==> src/rtl/xie_pkg.sv <==
`timescale 1ns / 1ps
package xie_pkg;

	localparam int MaxBytes = 10;
	localparam int CntW = 4;

	typedef enum logic [5:0] {
		ACT_MOV_IMM64 = 6'd0,  ACT_MOV_RR = 6'd1,   ACT_ADD_RR = 6'd2,  ACT_ADD_IMM = 6'd3,
		ACT_SUB_RR = 6'd4,     ACT_SUB_IMM = 6'd5,  ACT_MUL = 6'd6,     ACT_DIV = 6'd7,
		ACT_CMP_RR = 6'd8,     ACT_CMP_IMM = 6'd9,  ACT_JMP = 6'd10,    ACT_JE = 6'd11,
		ACT_JNE = 6'd12,       ACT_JG = 6'd13,      ACT_JLE = 6'd14,    ACT_PUSH = 6'd15,
		ACT_POP = 6'd16,       ACT_STORE = 6'd17,   ACT_LOAD = 6'd18,   ACT_LEA = 6'd19,
		ACT_SYSCALL = 6'd20,   ACT_XOR = 6'd21,     ACT_INC = 6'd22,    ACT_DEC = 6'd23,
		ACT_STORE_B = 6'd24,   ACT_TEST = 6'd25,    ACT_JZ8 = 6'd26,    ACT_JNZ8 = 6'd27,
		ACT_NEG = 6'd28,       ACT_JGE = 6'd29,     ACT_SHL = 6'd30,    ACT_SHR = 6'd31,
		ACT_SAR = 6'd32,       ACT_IMUL = 6'd33,    ACT_RET = 6'd34
	} action_t;

	typedef struct packed {
		logic [5:0]  action;
		logic [3:0]  dest_register;
		logic [3:0]  source_register;
		logic [4:0]  base_register;
		logic [3:0]  index_register;
		logic [31:0] displacement;
		logic [63:0] immediate;
		logic [7:0]  shift_count;
	} req_t;

	// decoded form of one instruction, between decode and assembly stages
	typedef struct packed {
		logic        rex_en;      // rex byte present
		logic [7:0]  rex;
		logic        op0_en;      // escape byte 0x0f
		logic        op_en;       // opcode present, clear for unused actions
		logic [7:0]  op;
		logic        modrm_en;
		logic [7:0]  modrm;
		logic        sib_en;
		logic [7:0]  sib;
		logic [3:0]  tail_n;      // bytes of trailing value, 0..8
		logic [63:0] tail;
	} form_t;

	typedef struct packed {
		logic [MaxBytes-1:0][7:0] bytes;
		logic [CntW-1:0]          count;
	} code_t;

endpackage

==> src/rtl/xie_decode.sv <==
`timescale 1ns / 1ps
module xie_decode (
	input  xie_pkg::req_t  req,
	output xie_pkg::form_t form
);
	function automatic logic f8(input logic [31:0] v);
		logic [31:0] t;
		begin
			t = v + 32'd128;
			return t < 32'd256;
		end
	endfunction

	logic [2:0] d7, s7, b7;
	logic       dh, sh;
	logic [3:0] b4;
	logic [1:0] mmod;
	logic [7:0] rxw;

	always_comb begin
		d7 = req.dest_register[2:0];
		s7 = req.source_register[2:0];
		dh = req.dest_register[3];
		sh = req.source_register[3];
		b4 = req.base_register[3:0];
		b7 = b4[2:0];
		mmod = (req.displacement == 32'd0 && b7 != 3'd5) ? 2'd0 :
			(f8(req.displacement) ? 2'd1 : 2'd2);
		rxw = 8'h48;
		form = '0;
		form.op_en = 1'b1;
		unique case (req.action)
			xie_pkg::ACT_MOV_IMM64: begin
				form.rex_en = 1'b1; form.rex = rxw | {7'd0, dh};
				form.op = 8'hB8 + {5'd0, d7};
				form.tail_n = 4'd8; form.tail = req.immediate;
			end
			xie_pkg::ACT_MOV_RR, xie_pkg::ACT_ADD_RR, xie_pkg::ACT_SUB_RR,
			xie_pkg::ACT_CMP_RR, xie_pkg::ACT_XOR, xie_pkg::ACT_TEST: begin
				form.rex_en = 1'b1; form.rex = rxw | {5'd0, sh, 1'b0, dh};
				unique case (req.action)
					xie_pkg::ACT_MOV_RR: form.op = 8'h89;
					xie_pkg::ACT_ADD_RR: form.op = 8'h01;
					xie_pkg::ACT_SUB_RR: form.op = 8'h29;
					xie_pkg::ACT_CMP_RR: form.op = 8'h39;
					xie_pkg::ACT_XOR:    form.op = 8'h31;
					default:             form.op = 8'h85;
				endcase
				form.modrm_en = 1'b1; form.modrm = {2'd3, s7, d7};
			end
			xie_pkg::ACT_ADD_IMM, xie_pkg::ACT_SUB_IMM, xie_pkg::ACT_CMP_IMM: begin
				form.rex_en = 1'b1; form.rex = rxw | {7'd0, dh};
				form.tail_n = 4'd4; form.tail = {32'd0, req.immediate[31:0]};
				if (req.dest_register == 4'd0 && req.action != xie_pkg::ACT_CMP_IMM) begin
					form.op = (req.action == xie_pkg::ACT_ADD_IMM) ? 8'h05 : 8'h2D;
				end else begin
					form.op = 8'h81; form.modrm_en = 1'b1;
					unique case (req.action)
						xie_pkg::ACT_ADD_IMM: form.modrm = {2'd3, 3'd0, d7};
						xie_pkg::ACT_SUB_IMM: form.modrm = {2'd3, 3'd5, d7};
						default:              form.modrm = {2'd3, 3'd7, d7};
					endcase
				end
			end
			xie_pkg::ACT_MUL, xie_pkg::ACT_DIV, xie_pkg::ACT_NEG,
			xie_pkg::ACT_INC, xie_pkg::ACT_DEC: begin
				form.rex_en = 1'b1; form.rex = rxw | {7'd0, dh};
				form.modrm_en = 1'b1;
				unique case (req.action)
					xie_pkg::ACT_MUL: begin form.op = 8'hF7; form.modrm = {2'd3, 3'd4, d7}; end
					xie_pkg::ACT_DIV: begin form.op = 8'hF7; form.modrm = {2'd3, 3'd6, d7}; end
					xie_pkg::ACT_NEG: begin form.op = 8'hF7; form.modrm = {2'd3, 3'd3, d7}; end
					xie_pkg::ACT_INC: begin form.op = 8'hFF; form.modrm = {2'd3, 3'd0, d7}; end
					default:          begin form.op = 8'hFF; form.modrm = {2'd3, 3'd1, d7}; end
				endcase
			end
			xie_pkg::ACT_SHL, xie_pkg::ACT_SHR, xie_pkg::ACT_SAR: begin
				form.rex_en = 1'b1; form.rex = rxw | {7'd0, dh};
				form.modrm_en = 1'b1;
				unique case (req.action)
					xie_pkg::ACT_SHL: form.modrm = {2'd3, 3'd4, d7};
					xie_pkg::ACT_SHR: form.modrm = {2'd3, 3'd5, d7};
					default:          form.modrm = {2'd3, 3'd7, d7};
				endcase
				if (req.shift_count == 8'd1) begin
					form.op = 8'hD1;
				end else begin
					form.op = 8'hC1; form.tail_n = 4'd1;
					form.tail = {56'd0, req.shift_count};
				end
			end
			xie_pkg::ACT_JMP: begin
				form.op = 8'hE9; form.tail_n = 4'd4; form.tail = {32'd0, req.displacement};
			end
			xie_pkg::ACT_JE, xie_pkg::ACT_JNE, xie_pkg::ACT_JG, xie_pkg::ACT_JLE,
			xie_pkg::ACT_JGE: begin
				form.op0_en = 1'b1;
				unique case (req.action)
					xie_pkg::ACT_JE:  form.op = 8'h84;
					xie_pkg::ACT_JNE: form.op = 8'h85;
					xie_pkg::ACT_JG:  form.op = 8'h8F;
					xie_pkg::ACT_JLE: form.op = 8'h8E;
					default:          form.op = 8'h8D;
				endcase
				form.tail_n = 4'd4; form.tail = {32'd0, req.displacement};
			end
			xie_pkg::ACT_JZ8, xie_pkg::ACT_JNZ8: begin
				form.op = (req.action == xie_pkg::ACT_JZ8) ? 8'h74 : 8'h75;
				form.tail_n = 4'd1; form.tail = {56'd0, req.displacement[7:0]};
			end
			xie_pkg::ACT_PUSH, xie_pkg::ACT_POP: begin
				form.rex_en = dh; form.rex = 8'h41;
				form.op = ((req.action == xie_pkg::ACT_PUSH) ? 8'h50 : 8'h58) + {5'd0, d7};
			end
			xie_pkg::ACT_STORE, xie_pkg::ACT_LOAD: begin
				form.rex_en = 1'b1; form.modrm_en = 1'b1;
				form.op = (req.action == xie_pkg::ACT_STORE) ? 8'h89 : 8'h8B;
				form.rex = rxw | {5'd0, (req.action == xie_pkg::ACT_STORE) ? sh : dh,
					1'b0, b4[3]};
				form.modrm = {mmod, (req.action == xie_pkg::ACT_STORE) ? s7 : d7, b7};
				form.sib_en = (b7 == 3'd4); form.sib = 8'h24;
				form.tail_n = (mmod == 2'd1) ? 4'd1 : ((mmod == 2'd2) ? 4'd4 : 4'd0);
				form.tail = {32'd0, req.displacement};
			end
			xie_pkg::ACT_LEA: begin
				form.rex_en = 1'b1; form.modrm_en = 1'b1; form.op = 8'h8D;
				form.tail = {32'd0, req.displacement};
				if (req.base_register[4]) begin
					form.rex = rxw | {5'd0, dh, 2'b00};
					form.modrm = {2'd0, d7, 3'd5}; form.tail_n = 4'd4;
				end else begin
					form.rex = rxw | {5'd0, dh, 1'b0, b4[3]};
					form.modrm = {mmod, d7, b7};
					form.sib_en = (b7 == 3'd4); form.sib = 8'h24;
					form.tail_n = (mmod == 2'd1) ? 4'd1 : ((mmod == 2'd2) ? 4'd4 : 4'd0);
				end
			end
			xie_pkg::ACT_STORE_B: begin
				form.rex_en = 1'b1;
				form.rex = rxw | {5'd0, sh, req.index_register[3], b4[3]};
				form.op = 8'h88; form.modrm_en = 1'b1; form.sib_en = 1'b1;
				form.sib = {2'd0, req.index_register[2:0], b7};
				if (b7 == 3'd5) begin
					form.modrm = {2'd1, s7, 3'd4}; form.tail_n = 4'd1;
				end else begin
					form.modrm = {2'd0, s7, 3'd4};
				end
			end
			xie_pkg::ACT_SYSCALL: begin
				form.op0_en = 1'b1; form.op = 8'h05;
			end
			xie_pkg::ACT_IMUL: begin
				form.rex_en = 1'b1; form.rex = rxw | {5'd0, dh, 1'b0, sh};
				form.modrm_en = 1'b1; form.modrm = {2'd3, d7, s7};
				form.tail = {32'd0, req.immediate[31:0]};
				if (f8(req.immediate[31:0])) begin
					form.op = 8'h6B; form.tail_n = 4'd1;
				end else begin
					form.op = 8'h69; form.tail_n = 4'd4;
				end
			end
			xie_pkg::ACT_RET: form.op = 8'hC3;
			default: form = '0;
		endcase
	end
endmodule

==> config.mk <==
export PLATFORM = sky130hd
export DESIGN_NAME = xie_decode
export DESIGN_NICKNAME = d
export VERILOG_FILES = /design/src/rtl/xie_pkg.sv /design/src/rtl/xie_decode.sv
export SDC_FILE = /design/constraint.sdc
export NUM_CORES = 1
export LEC_CHECK = 0
export BUFFER_PORTS_ARGS = -buffer_cell sky130_fd_sc_hd__buf_4
export CORE_MARGIN = 4
export CORE_UTILIZATION = 43
export DETAILED_ROUTE_END_ITERATION = 6
export GPL_ROUTABILITY_DRIVEN = 0
export PLACE_DENSITY = 0.85
export SYNTH_ARGS = -nofsm -noshare
export SYNTH_HDL_FRONTEND = slang
export SYNTH_SLANG_ARGS = --single-unit
export TNS_END_PERCENT = 20
==> constraint.sdc <==
create_clock -name vclk -period 2.7
set_input_delay 0.135 -clock vclk [all_inputs]
set_output_delay 0.135 -clock vclk [all_outputs]
set_load 0.05 [all_outputs]
==> results of run 1 <==
final cells by class:
| class | instances | area share (%) |
|---|---|---|
| well taps | 96 | 2.41 |
| inverters | 19 | 1.43 |
| multi-input cells | 468 | 58.9 |
| repair buffers | 247 | 37.2 |
cells by family after synthesis:
family,synth area share [%]
AND/OR/NAND/NOR,48.8
AO/OA/AOI/OAI,37.9
buffers and inverters,7.87
XOR/XNOR,2.52
multiplexers,1.96
adder cells (fa/ha/maj),0.799
other,0.120
through the flow:
step / utilization [%] / worst slack, ns / instance area [sq um] / total power [mW]
6_report: 71.9 / 0.0597 / 4990 / 0.966
5_1_grt: 71.9 / -0.0156 / 4990 / 1.01
4_1_cts: 71.4 / 0.0195 / 4950 / 0.942
3_5_place_dp: 71.2 / -0.0937 / 4950 / 0.939
3_3_place_gp: 71.2 / 0.0152 / 4950 / 0.927
2_1_floorplan: - / 0.0483 / 3150 / 0.553
metal layers:
layer,vias to the layer above,wire length (um),GRT usage [%]
met5,-,0,0
met4,0,707,10.9
met3,101,2150,7.80
met2,463,7700,56.0
met1,2331,5840,44.0
li1,2390,-,-
repair_timing:
action | CTS | global route
gates cloned | 0 | 0
resized for setup | 2 | 6
setup buffers | 0 | 1
endpoints found under the setup margin | 2 | 3
pin swaps | 0 | 1
report_power, final:
group          switching, mW  internal (mW)  total, mW
Clock                      0              0          0
Sequential                 0              0          0
Combinational          0.619          0.347      0.966
Total                  0.619          0.347      0.966
placed cells by master, fill, tap and decap left out, types with 14 or more instances in the layout:
cell type,netlist,layout
buf_4,6,246
nand4_1,15,15
nand3_1,19,19
inv_1,19,19
a21oi_1,34,34
o21ai_0,26,26
a22o_1,25,25
nor3_1,15,14
nand2_1,64,64
and2_1,40,40
nor2_1,49,48
path summary, 6_finish.rpt:
check	endpoint	cells past startpoint	slack [ns]
setup / recovery	form[64]	9	0.06
hold / removal	form[73]	3	0.63
==> flow_summary_export.csv, run 1 <==
group,metric,value,unit
sta,clock.fmax,379,MHz
die,floorplan.initialDensity,45.1,%
critical_path,cp-start-kind,"input port",
drt,postRouteAntennaNets,0,
layout,nFillCells,575,
logic_synthesis,synth_area_leaders,"and2_1, nand2_1, a22o_1, nor2_1, a21oi_1",
critical_path,crit_path_end_kind,"output pin",
die,ioPinCount,232,
sta,slew_headroom,59.6,%
layout,register_area,0,sq um
logic_synthesis,syn-instance-count,522,
sta,period_share,97.8,%
critical_path,crit_chain,"buf_4 > nand4_4 > or4_4 > or3_1 > nand4_1 > nor4b_2 > and3_1 > or4_4 > buf_6",
status,status,"finished with violations",
critical_path,critPathMaxFanout,8,
sta,setup_viol,0,
die,die_x,93.4,um
min_path,hp-start,"req[106]",
place,dp_cells,829,
power,ir_drop,0.201,mV
logic_synthesis,synth_top_area_cell,"and2_1",
sta,fin_tns_setup,0,ns
layout,seq_cell_count,0,
logic_synthesis,yosysMostFrequentCell,"nand2_1",
die,core_area,6940,sq um
layout,nNetsFinal,865,
critical_path,crit_top_cell,"or4_4",
critical_path,crit_type,"in2out",
layout,area_growth,59.3,%
layout,multiInputGateArea,2940,sq um
die,dieArea,8720,sq um
logic_synthesis,ys_types,73,
logic_synthesis,ys_seq_area_share,0,%
critical_path,startpoint,"req[17]",
grt,grt_pass1_vias,4797,
drt,first_pass_iters,7,
logic_synthesis,synth_area,3130,sq um
layout,clock_buffers,0,
layout,layout-drive-gt1-share,37.3,%
critical_path,crit_arrival,2.51,ns
power,powerDensity,194,nW/um^2
sta,rsz0062_at_grt,"true",
grt,antenna_found_initial,0,
layout,diodes,0,
place,io_buffers,226,
sta,fin_crit,2.64,ns
power,leakagePower,2.41,nW
place,hpwlAfterDp,13200,um
die,rows,30,
grt,track_usage,34.1,%
logic_synthesis,avgSynthCellArea,6.00,sq um
critical_path,slowest_delay,0.60,ns
sta,final_hold_viol_count,0,
drt,drt_iter0_drc,892,
flow_run,maxCapViolCount,0,
die,die_h,93.4,um
sta,holdWs,0.628,ns
grt,grt_max_degree,38,
critical_path,cp_num_buf_inv,2,
drt,routed_wl,16400,um
drt,drc,6,
min_path,min_path_type,"in2out",
grt,grt.overflow.total,0,
sta,slew_viol_final,0,
layout,fin_cells,830,
drt,viasPerCell,6.37,
logic_synthesis,yosysWarningCount,0,
drt,wl_per_cell,19.8,um
sta,worstMarginPinSlew,0.606,ns
logic_synthesis,synth_top_area_share,7.99,%
grt,grt_pass1_wl,24500,um
status,violations,"DRC",
clock_tree,cts_hold_buf,0,
critical_path,cpMaxStageDelayCell,"or4_4",
critical_path,crit_family,"simple AND/OR/NAND/NOR gates",
drt,via_count,5285,
critical_path,required,2.57,ns
logic_synthesis,ys_top_cells_by_count,"nand2_1, nor2_1, and2_1",
Note: power is estimated with default switching activity, not from simulation.
==> run 2: changes to the inputs <==
Settings changed: ABC_AREA from default to 1, CORE_MARGIN 4 to 2, CORE_UTILIZATION 43 to 45.
==> run 2 against run 1 <==
  * The run still ends with DRC left
  * Count of clock-buffer cells in the layout unchanged
  * Worst setup slack better by 0.50 ns
  * Power up 4.3%
  * First-iteration DRC count down 41%
  * Largest power group unchanged
  * Synthesized cell count up 46%
  * Via count up 9.2%
  * Largest cell class unchanged
  * Final area up 5.9%
  * Area after synthesis up 12%
  * Sequential share of layout area unchanged
  * Critical path type unchanged
==> flow_summary_export.csv, run 2 <==
group,metric,value,unit
status,status,"finished with violations",
status,violations,"DRC",
place,dp_cells,1083,
logic_synthesis,ys_types,43,
sta,slew_headroom,61.8,%
layout,fin_cells,1083,
power,powerDensity,191,nW/um^2
drt,wl_per_cell,14.6,um
logic_synthesis,synth_top_area_cell,"nand2_1",
min_path,whs_endpoint,"form[76]",
sta,worstMarginPinSlew,0.572,ns
drt,drc,10,
clock_tree,cts_resized,0,
layout,final_cell_mix,"buf_4, nand2_1, inv_1",
place,io_buffers,226,
grt,antenna_found_initial,0,
sta,slew_viol_final,0,
grt,track_usage,34.2,%
sta,clock.fmax,467,MHz
min_path,min_path_type,"in2out",
power,pwr-share-clk,0,%
logic_synthesis,synth_top_area_share,22.5,%
power,power_switching_share,67.3,%
logic_synthesis,yosysWarningCount,0,
layout,clock_buffers,0,
power,power_switching,678,uW
logic_synthesis,syn-instance-count,762,
die,floorplan.initialDensity,46.0,%
critical_path,critPathMaxFanout,10,
layout,diodes,0,
layout,area_growth,50.3,%
critical_path,required,2.57,ns
sta,final_hold_viol_count,0,
critical_path,cp-start-kind,"input port",
sta,fin_tns_setup,0,ns
power,p_total,1.01,mW
sta,fin_crit,2.14,ns
drt,viasPerCell,5.33,
sta,holdWs,0.625,ns
layout,seq_cell_count,0,
power,leakagePower,3.20,nW
clock_tree,cts_hold_buf,0,
power,intPower,330,uW
layout,register_area,0,sq um
grt,grt.overflow.total,0,
layout,utilization,69.1,%
grt,grt_pass1_vias,4993,
sta,rsz0062_at_grt,"false",
critical_path,crit_type,"in2out",
drt,routed_wl,15800,um
layout,final_common_cell,"buf_4",
logic_synthesis,yosysMostFrequentCell,"nand2_1",
drt,via_count,5769,
place,hpwlAfterDp,13600,um
die,rows,32,
power,ir_drop,0.203,mV
layout,layout-drive-gt1-share,28.1,%
flow_run,maxCapViolCount,0,
logic_synthesis,avgSynthCellArea,4.61,sq um
sta,period_share,79.3,%
min_path,worstHoldPathCells,3,
logic_synthesis,synth_area,3520,sq um
drt,first_pass_iters,7,
die,dieArea,8540,sq um
die,die_h,92.4,um
die,core_area,7650,sq um
power,seq_power_share,0,%
critical_path,crit_arrival,2.01,ns
power,pwr-share-comb,100.0,%
grt,grt_max_degree,33,
die,ioPinCount,232,
logic_synthesis,ys_top_cells_by_count,"nand2_1, inv_1, nor2_1",
logic_synthesis,ys_seq_area_share,0,%
layout,nNetsFinal,1112,
sta,setup_viol,0,
grt,grt_pass1_wl,24200,um
drt,drt_iter0_drc,529,
drt,postRouteAntennaNets,0,
critical_path,crit_path_end_kind,"output pin",
min_path,hp-start,"req[108]",
clock_tree,post_cts_buffers,0,
die,die_x,92.4,um
logic_synthesis,synth_area_leaders,"nand2_1, inv_1, nor2_1, nand3_1, nand4_1",
==> run 2: power groups by stage <==
stage	Clock [mW]	Combinational [mW]	Sequential, mW
3_3_place_gp	0	0.992	0
6_report	0	1.01	0
5_1_grt	0	1.06	0
3_5_place_dp	0	0.991	0
4_1_cts	0	0.994	0
2_1_floorplan	0	0.605	0
==> run 2: cells by family after synthesis <==
group	count (synthesis)	synth area share, %
AO/OA/AOI/OAI	72	13.3
other	1	0.107
XOR/XNOR	9	2.24
adder cells (fa/ha/maj)	2	0.712
AND/OR/NAND/NOR	490	62.2
buffers and inverters	188	21.4
==> run 2: layout make-up <==
type | instances | area (sq um)
fill | 768 | 2360
timing repair buffer | 229 | 1720
tap | 102 | 128
inverter | 173 | 649
multi-input combinational | 579 | 2790
==> run 2: worst max path at each step <==
stage	from	to	slack [ns]
2_1_floorplan	req[123]	form[0]	0.06
3_3_place_gp	req[121]	form[89]	0.63
3_5_place_dp	req[15]	form[64]	0.64
4_1_cts	req[15]	form[64]	0.63
5_1_grt	req[79]	form[66]	0.38
6_report	req[125]	form[93]	0.56
==> run 2: worst max-delay path: stages <==
cell	delay [ns]
buf_4	0.13
inv_1	0.09
nor2_4	0.07
inv_2	0.12
nor2_4	0.05
a21oi_1	0.36
inv_2	0.18
nor2_1	0.16
inv_2	0.08
nor3_2	0.18
nand4_1	0.21
buf_4	0.25
==> run 2: layer usage <==
| metal | vias up | part of all wire (%) | GRT usage [%] | wire length, um |
|---|---|---|---|---|
| met5 | - | 0 | 0 | 0 |
| met1 | 2453 | 42 | 48.3 | 6670 |
| met4 | 0 | 2.5 | 8.46 | 391 |
| met3 | 56 | 12 | 4.96 | 1830 |
| met2 | 425 | 44 | 54.6 | 6870 |
| li1 | 2835 | - | - | - |
==> run 2: through the flow <==
stage                     area [sq um]  setup WS, ns
after floorplan                   3530        0.0613
after global placement            5280         0.635
after detailed placement          5280         0.639
after CTS                         5280         0.631
after global routing              5280         0.382
final                             5280         0.558
==> run 3: changes to the inputs <==
Settings changed: ABC_AREA 1 to 0, CORE_UTILIZATION 45 to 39, PLACE_DENSITY 0.85 to 0.81.
Clock period 2.7 ns to 1.8 ns, I/O delays scaled along.
==> run 3 against run 2 <==
  * The flow finishes with violations (DRC, setup timing)
  * Global-route usage grew 6.6 points
  * Via count is 17% higher
  * Sequential share of layout area unchanged
  * Worst setup slack worse by 1.7 ns
  * Routed wire length is 52% higher
  * Count of clock-buffer cells in the layout unchanged
  * Final area up 27%
  * Highest routed layer unchanged
==> flow_summary_export.csv, run 3 (synthesis results as in run 1) <==
group,metric,value,unit
sta,fin_tns_setup,-5.70,ns
power,power_switching_share,58.5,%
status,violations,"DRC, setup timing",
grt,grt_pass1_wl,29300,um
grt,antenna_found_initial,0,
die,floorplan.initialDensity,40.3,%
power,intPower,802,uW
layout,layout-drive-gt1-share,53.8,%
layout,final_common_cell,"buf_4",
grt,grt_max_degree,25,
layout,multiInputGateArea,3180,sq um
die,ioPinCount,232,
drt,drc,7,
power,ir_drop,0.263,mV
die,rows,32,
sta,final_hold_viol_count,0,
place,hpwlAfterDp,14400,um
min_path,min_path_type,"in2out",
drt,routed_wl,24000,um
sta,setup_slack,-1.10,ns
power,pwr-share-clk,0,%
place,io_buffers,226,
clock_tree,cts_hold_buf,0,
power,leakagePower,3.31,nW
die,die_x,93.6,um
grt,grt_pass1_vias,5901,
drt,wl_met2,10200,um
drt,via_count,6734,
power,pwr-share-comb,100.0,%
drt,drt_iter0_drc,1060,
layout,register_area,0,sq um
drt,maxUsedRoutingLayer,"met4",
drt,wl_met1,7390,um
layout,nFillCells,378,
layout,finalInstanceArea,6730,sq um
layout,clock_buffers,0,
die,dieArea,8770,sq um
sta,period_share,161,%
layout,final_cell_mix,"buf_4, nand2_1, buf_6",
layout,nNetsFinal,1027,
drt,wl_per_cell,24.1,um
sta,clock.fmax,345,MHz
layout,area_growth,115,%
critical_path,crit_path_end_kind,"output pin",
place,dpl_cell_area,6160,sq um
power,power_switching,1.13,mW
drt,postRouteAntennaNets,0,
critical_path,crit_type,"in2out",
drt,wl_met3,3920,um
grt,grt.overflow.total,0,
power,seq_power_share,0,%
grt,track_usage,40.8,%
min_path,worstHoldPathCells,4,
critical_path,required,1.71,ns
drt,viasPerCell,6.75,
sta,slew_headroom,37.0,%
sta,rsz0062_at_grt,"true",
critical_path,crit_arrival,2.81,ns
sta,setup_viol,32,
critical_path,cp-start-kind,"input port",
layout,diodes,0,
die,die_h,93.6,um
min_path,hp-start,"req[74]",
critical_path,critPathMaxFanout,3,
die,core_area,7770,sq um
sta,fin_crit,2.90,ns
min_path,whs_endpoint,"form[2]",
flow_run,maxCapViolCount,0,
layout,seq_cell_count,0,
power,powerDensity,287,nW/um^2
drt,first_pass_iters,7,
sta,slew_viol_final,0,
sta,worstMarginPinSlew,0.935,ns
status,status,"finished with violations",
-- run 3: cell types whose count changed in the layout (fill, tap and decap cells not counted), sizes merged, moves of 13 or more --
| cell | before | now |
|---|---|---|
| nand2 | 215 | 64 |
| nand3 | 56 | 20 |
| a22o | 0 | 25 |
| buf | 229 | 409 |
| nor2 | 155 | 49 |
| a21oi | 13 | 34 |
| nand2b | 0 | 13 |
| inv | 173 | 19 |
| and2 | 2 | 40 |
| o22ai | 24 | 5 |
-- run 3: timing repair --
action                     4_1_cts  5_1_grt
setup buffers                   11       10
setup endpoints to repair       20       80
gates resized for setup         25       84
pin swaps                       14       46
-- run 3: worst max-delay path, cell delays in order --
cell and delay, ns:
buf_8 0.11, ha_4 0.21, nand4_4 0.10, or3_4 0.39, buf_4 0.15, a21oi_1 0.45, a22oi_1 0.19, and4_4 0.19
a31o_1 0.19, or4_4 0.55, buf_8 0.18
-- run 3: per-layer routing --
metal	vias to the layer above	global-route usage [%]
li1	2717	-
met3	273	6.77
met1	3028	49.7
met5	-	0
met4	0	23.4
met2	716	67.7
-- run 3: layout make-up --
type               count  area share [%]
inverters             19            1.06
multi-input cells    468            47.3
repair buffers       409            49.8
well taps            102            1.90
-- run 3: worst max path at each step --
stage                  from  endpoint  slack, ns  cells past startpoint
detailed placement  req[16]  form[64]      -0.78                     10
floorplan           req[15]  form[64]      -0.40                      8
finish              req[80]  form[64]      -1.10                     11
global placement    req[15]  form[64]      -0.71                     10
CTS                 req[23]  form[64]      -0.63                      9
global route        req[80]  form[64]      -1.07                     11
-- run 3: stage by stage --
stage	power (mW)	hold slack, ns	utilization (%)	cells	setup WS (ns)
CTS	1.70	0.543	81.7	989	-0.628
global placement	1.63	0.539	79.3	978	-0.707
detailed placement	1.66	0.543	79.3	978	-0.779
floorplan	0.876	0.384	-	527	-0.400
global route	1.98	0.553	86.7	998	-1.07
finish	1.93	0.539	86.7	998	-1.10
-- run 3: power by group through the flow --
stage	combinational (mW)	clock [mW]	sequential [mW]
6_report	1.93	0	0
5_1_grt	1.98	0	0
4_1_cts	1.70	0	0
3_5_place_dp	1.66	0	0
3_3_place_gp	1.63	0	0
2_1_floorplan	0.876	0	0
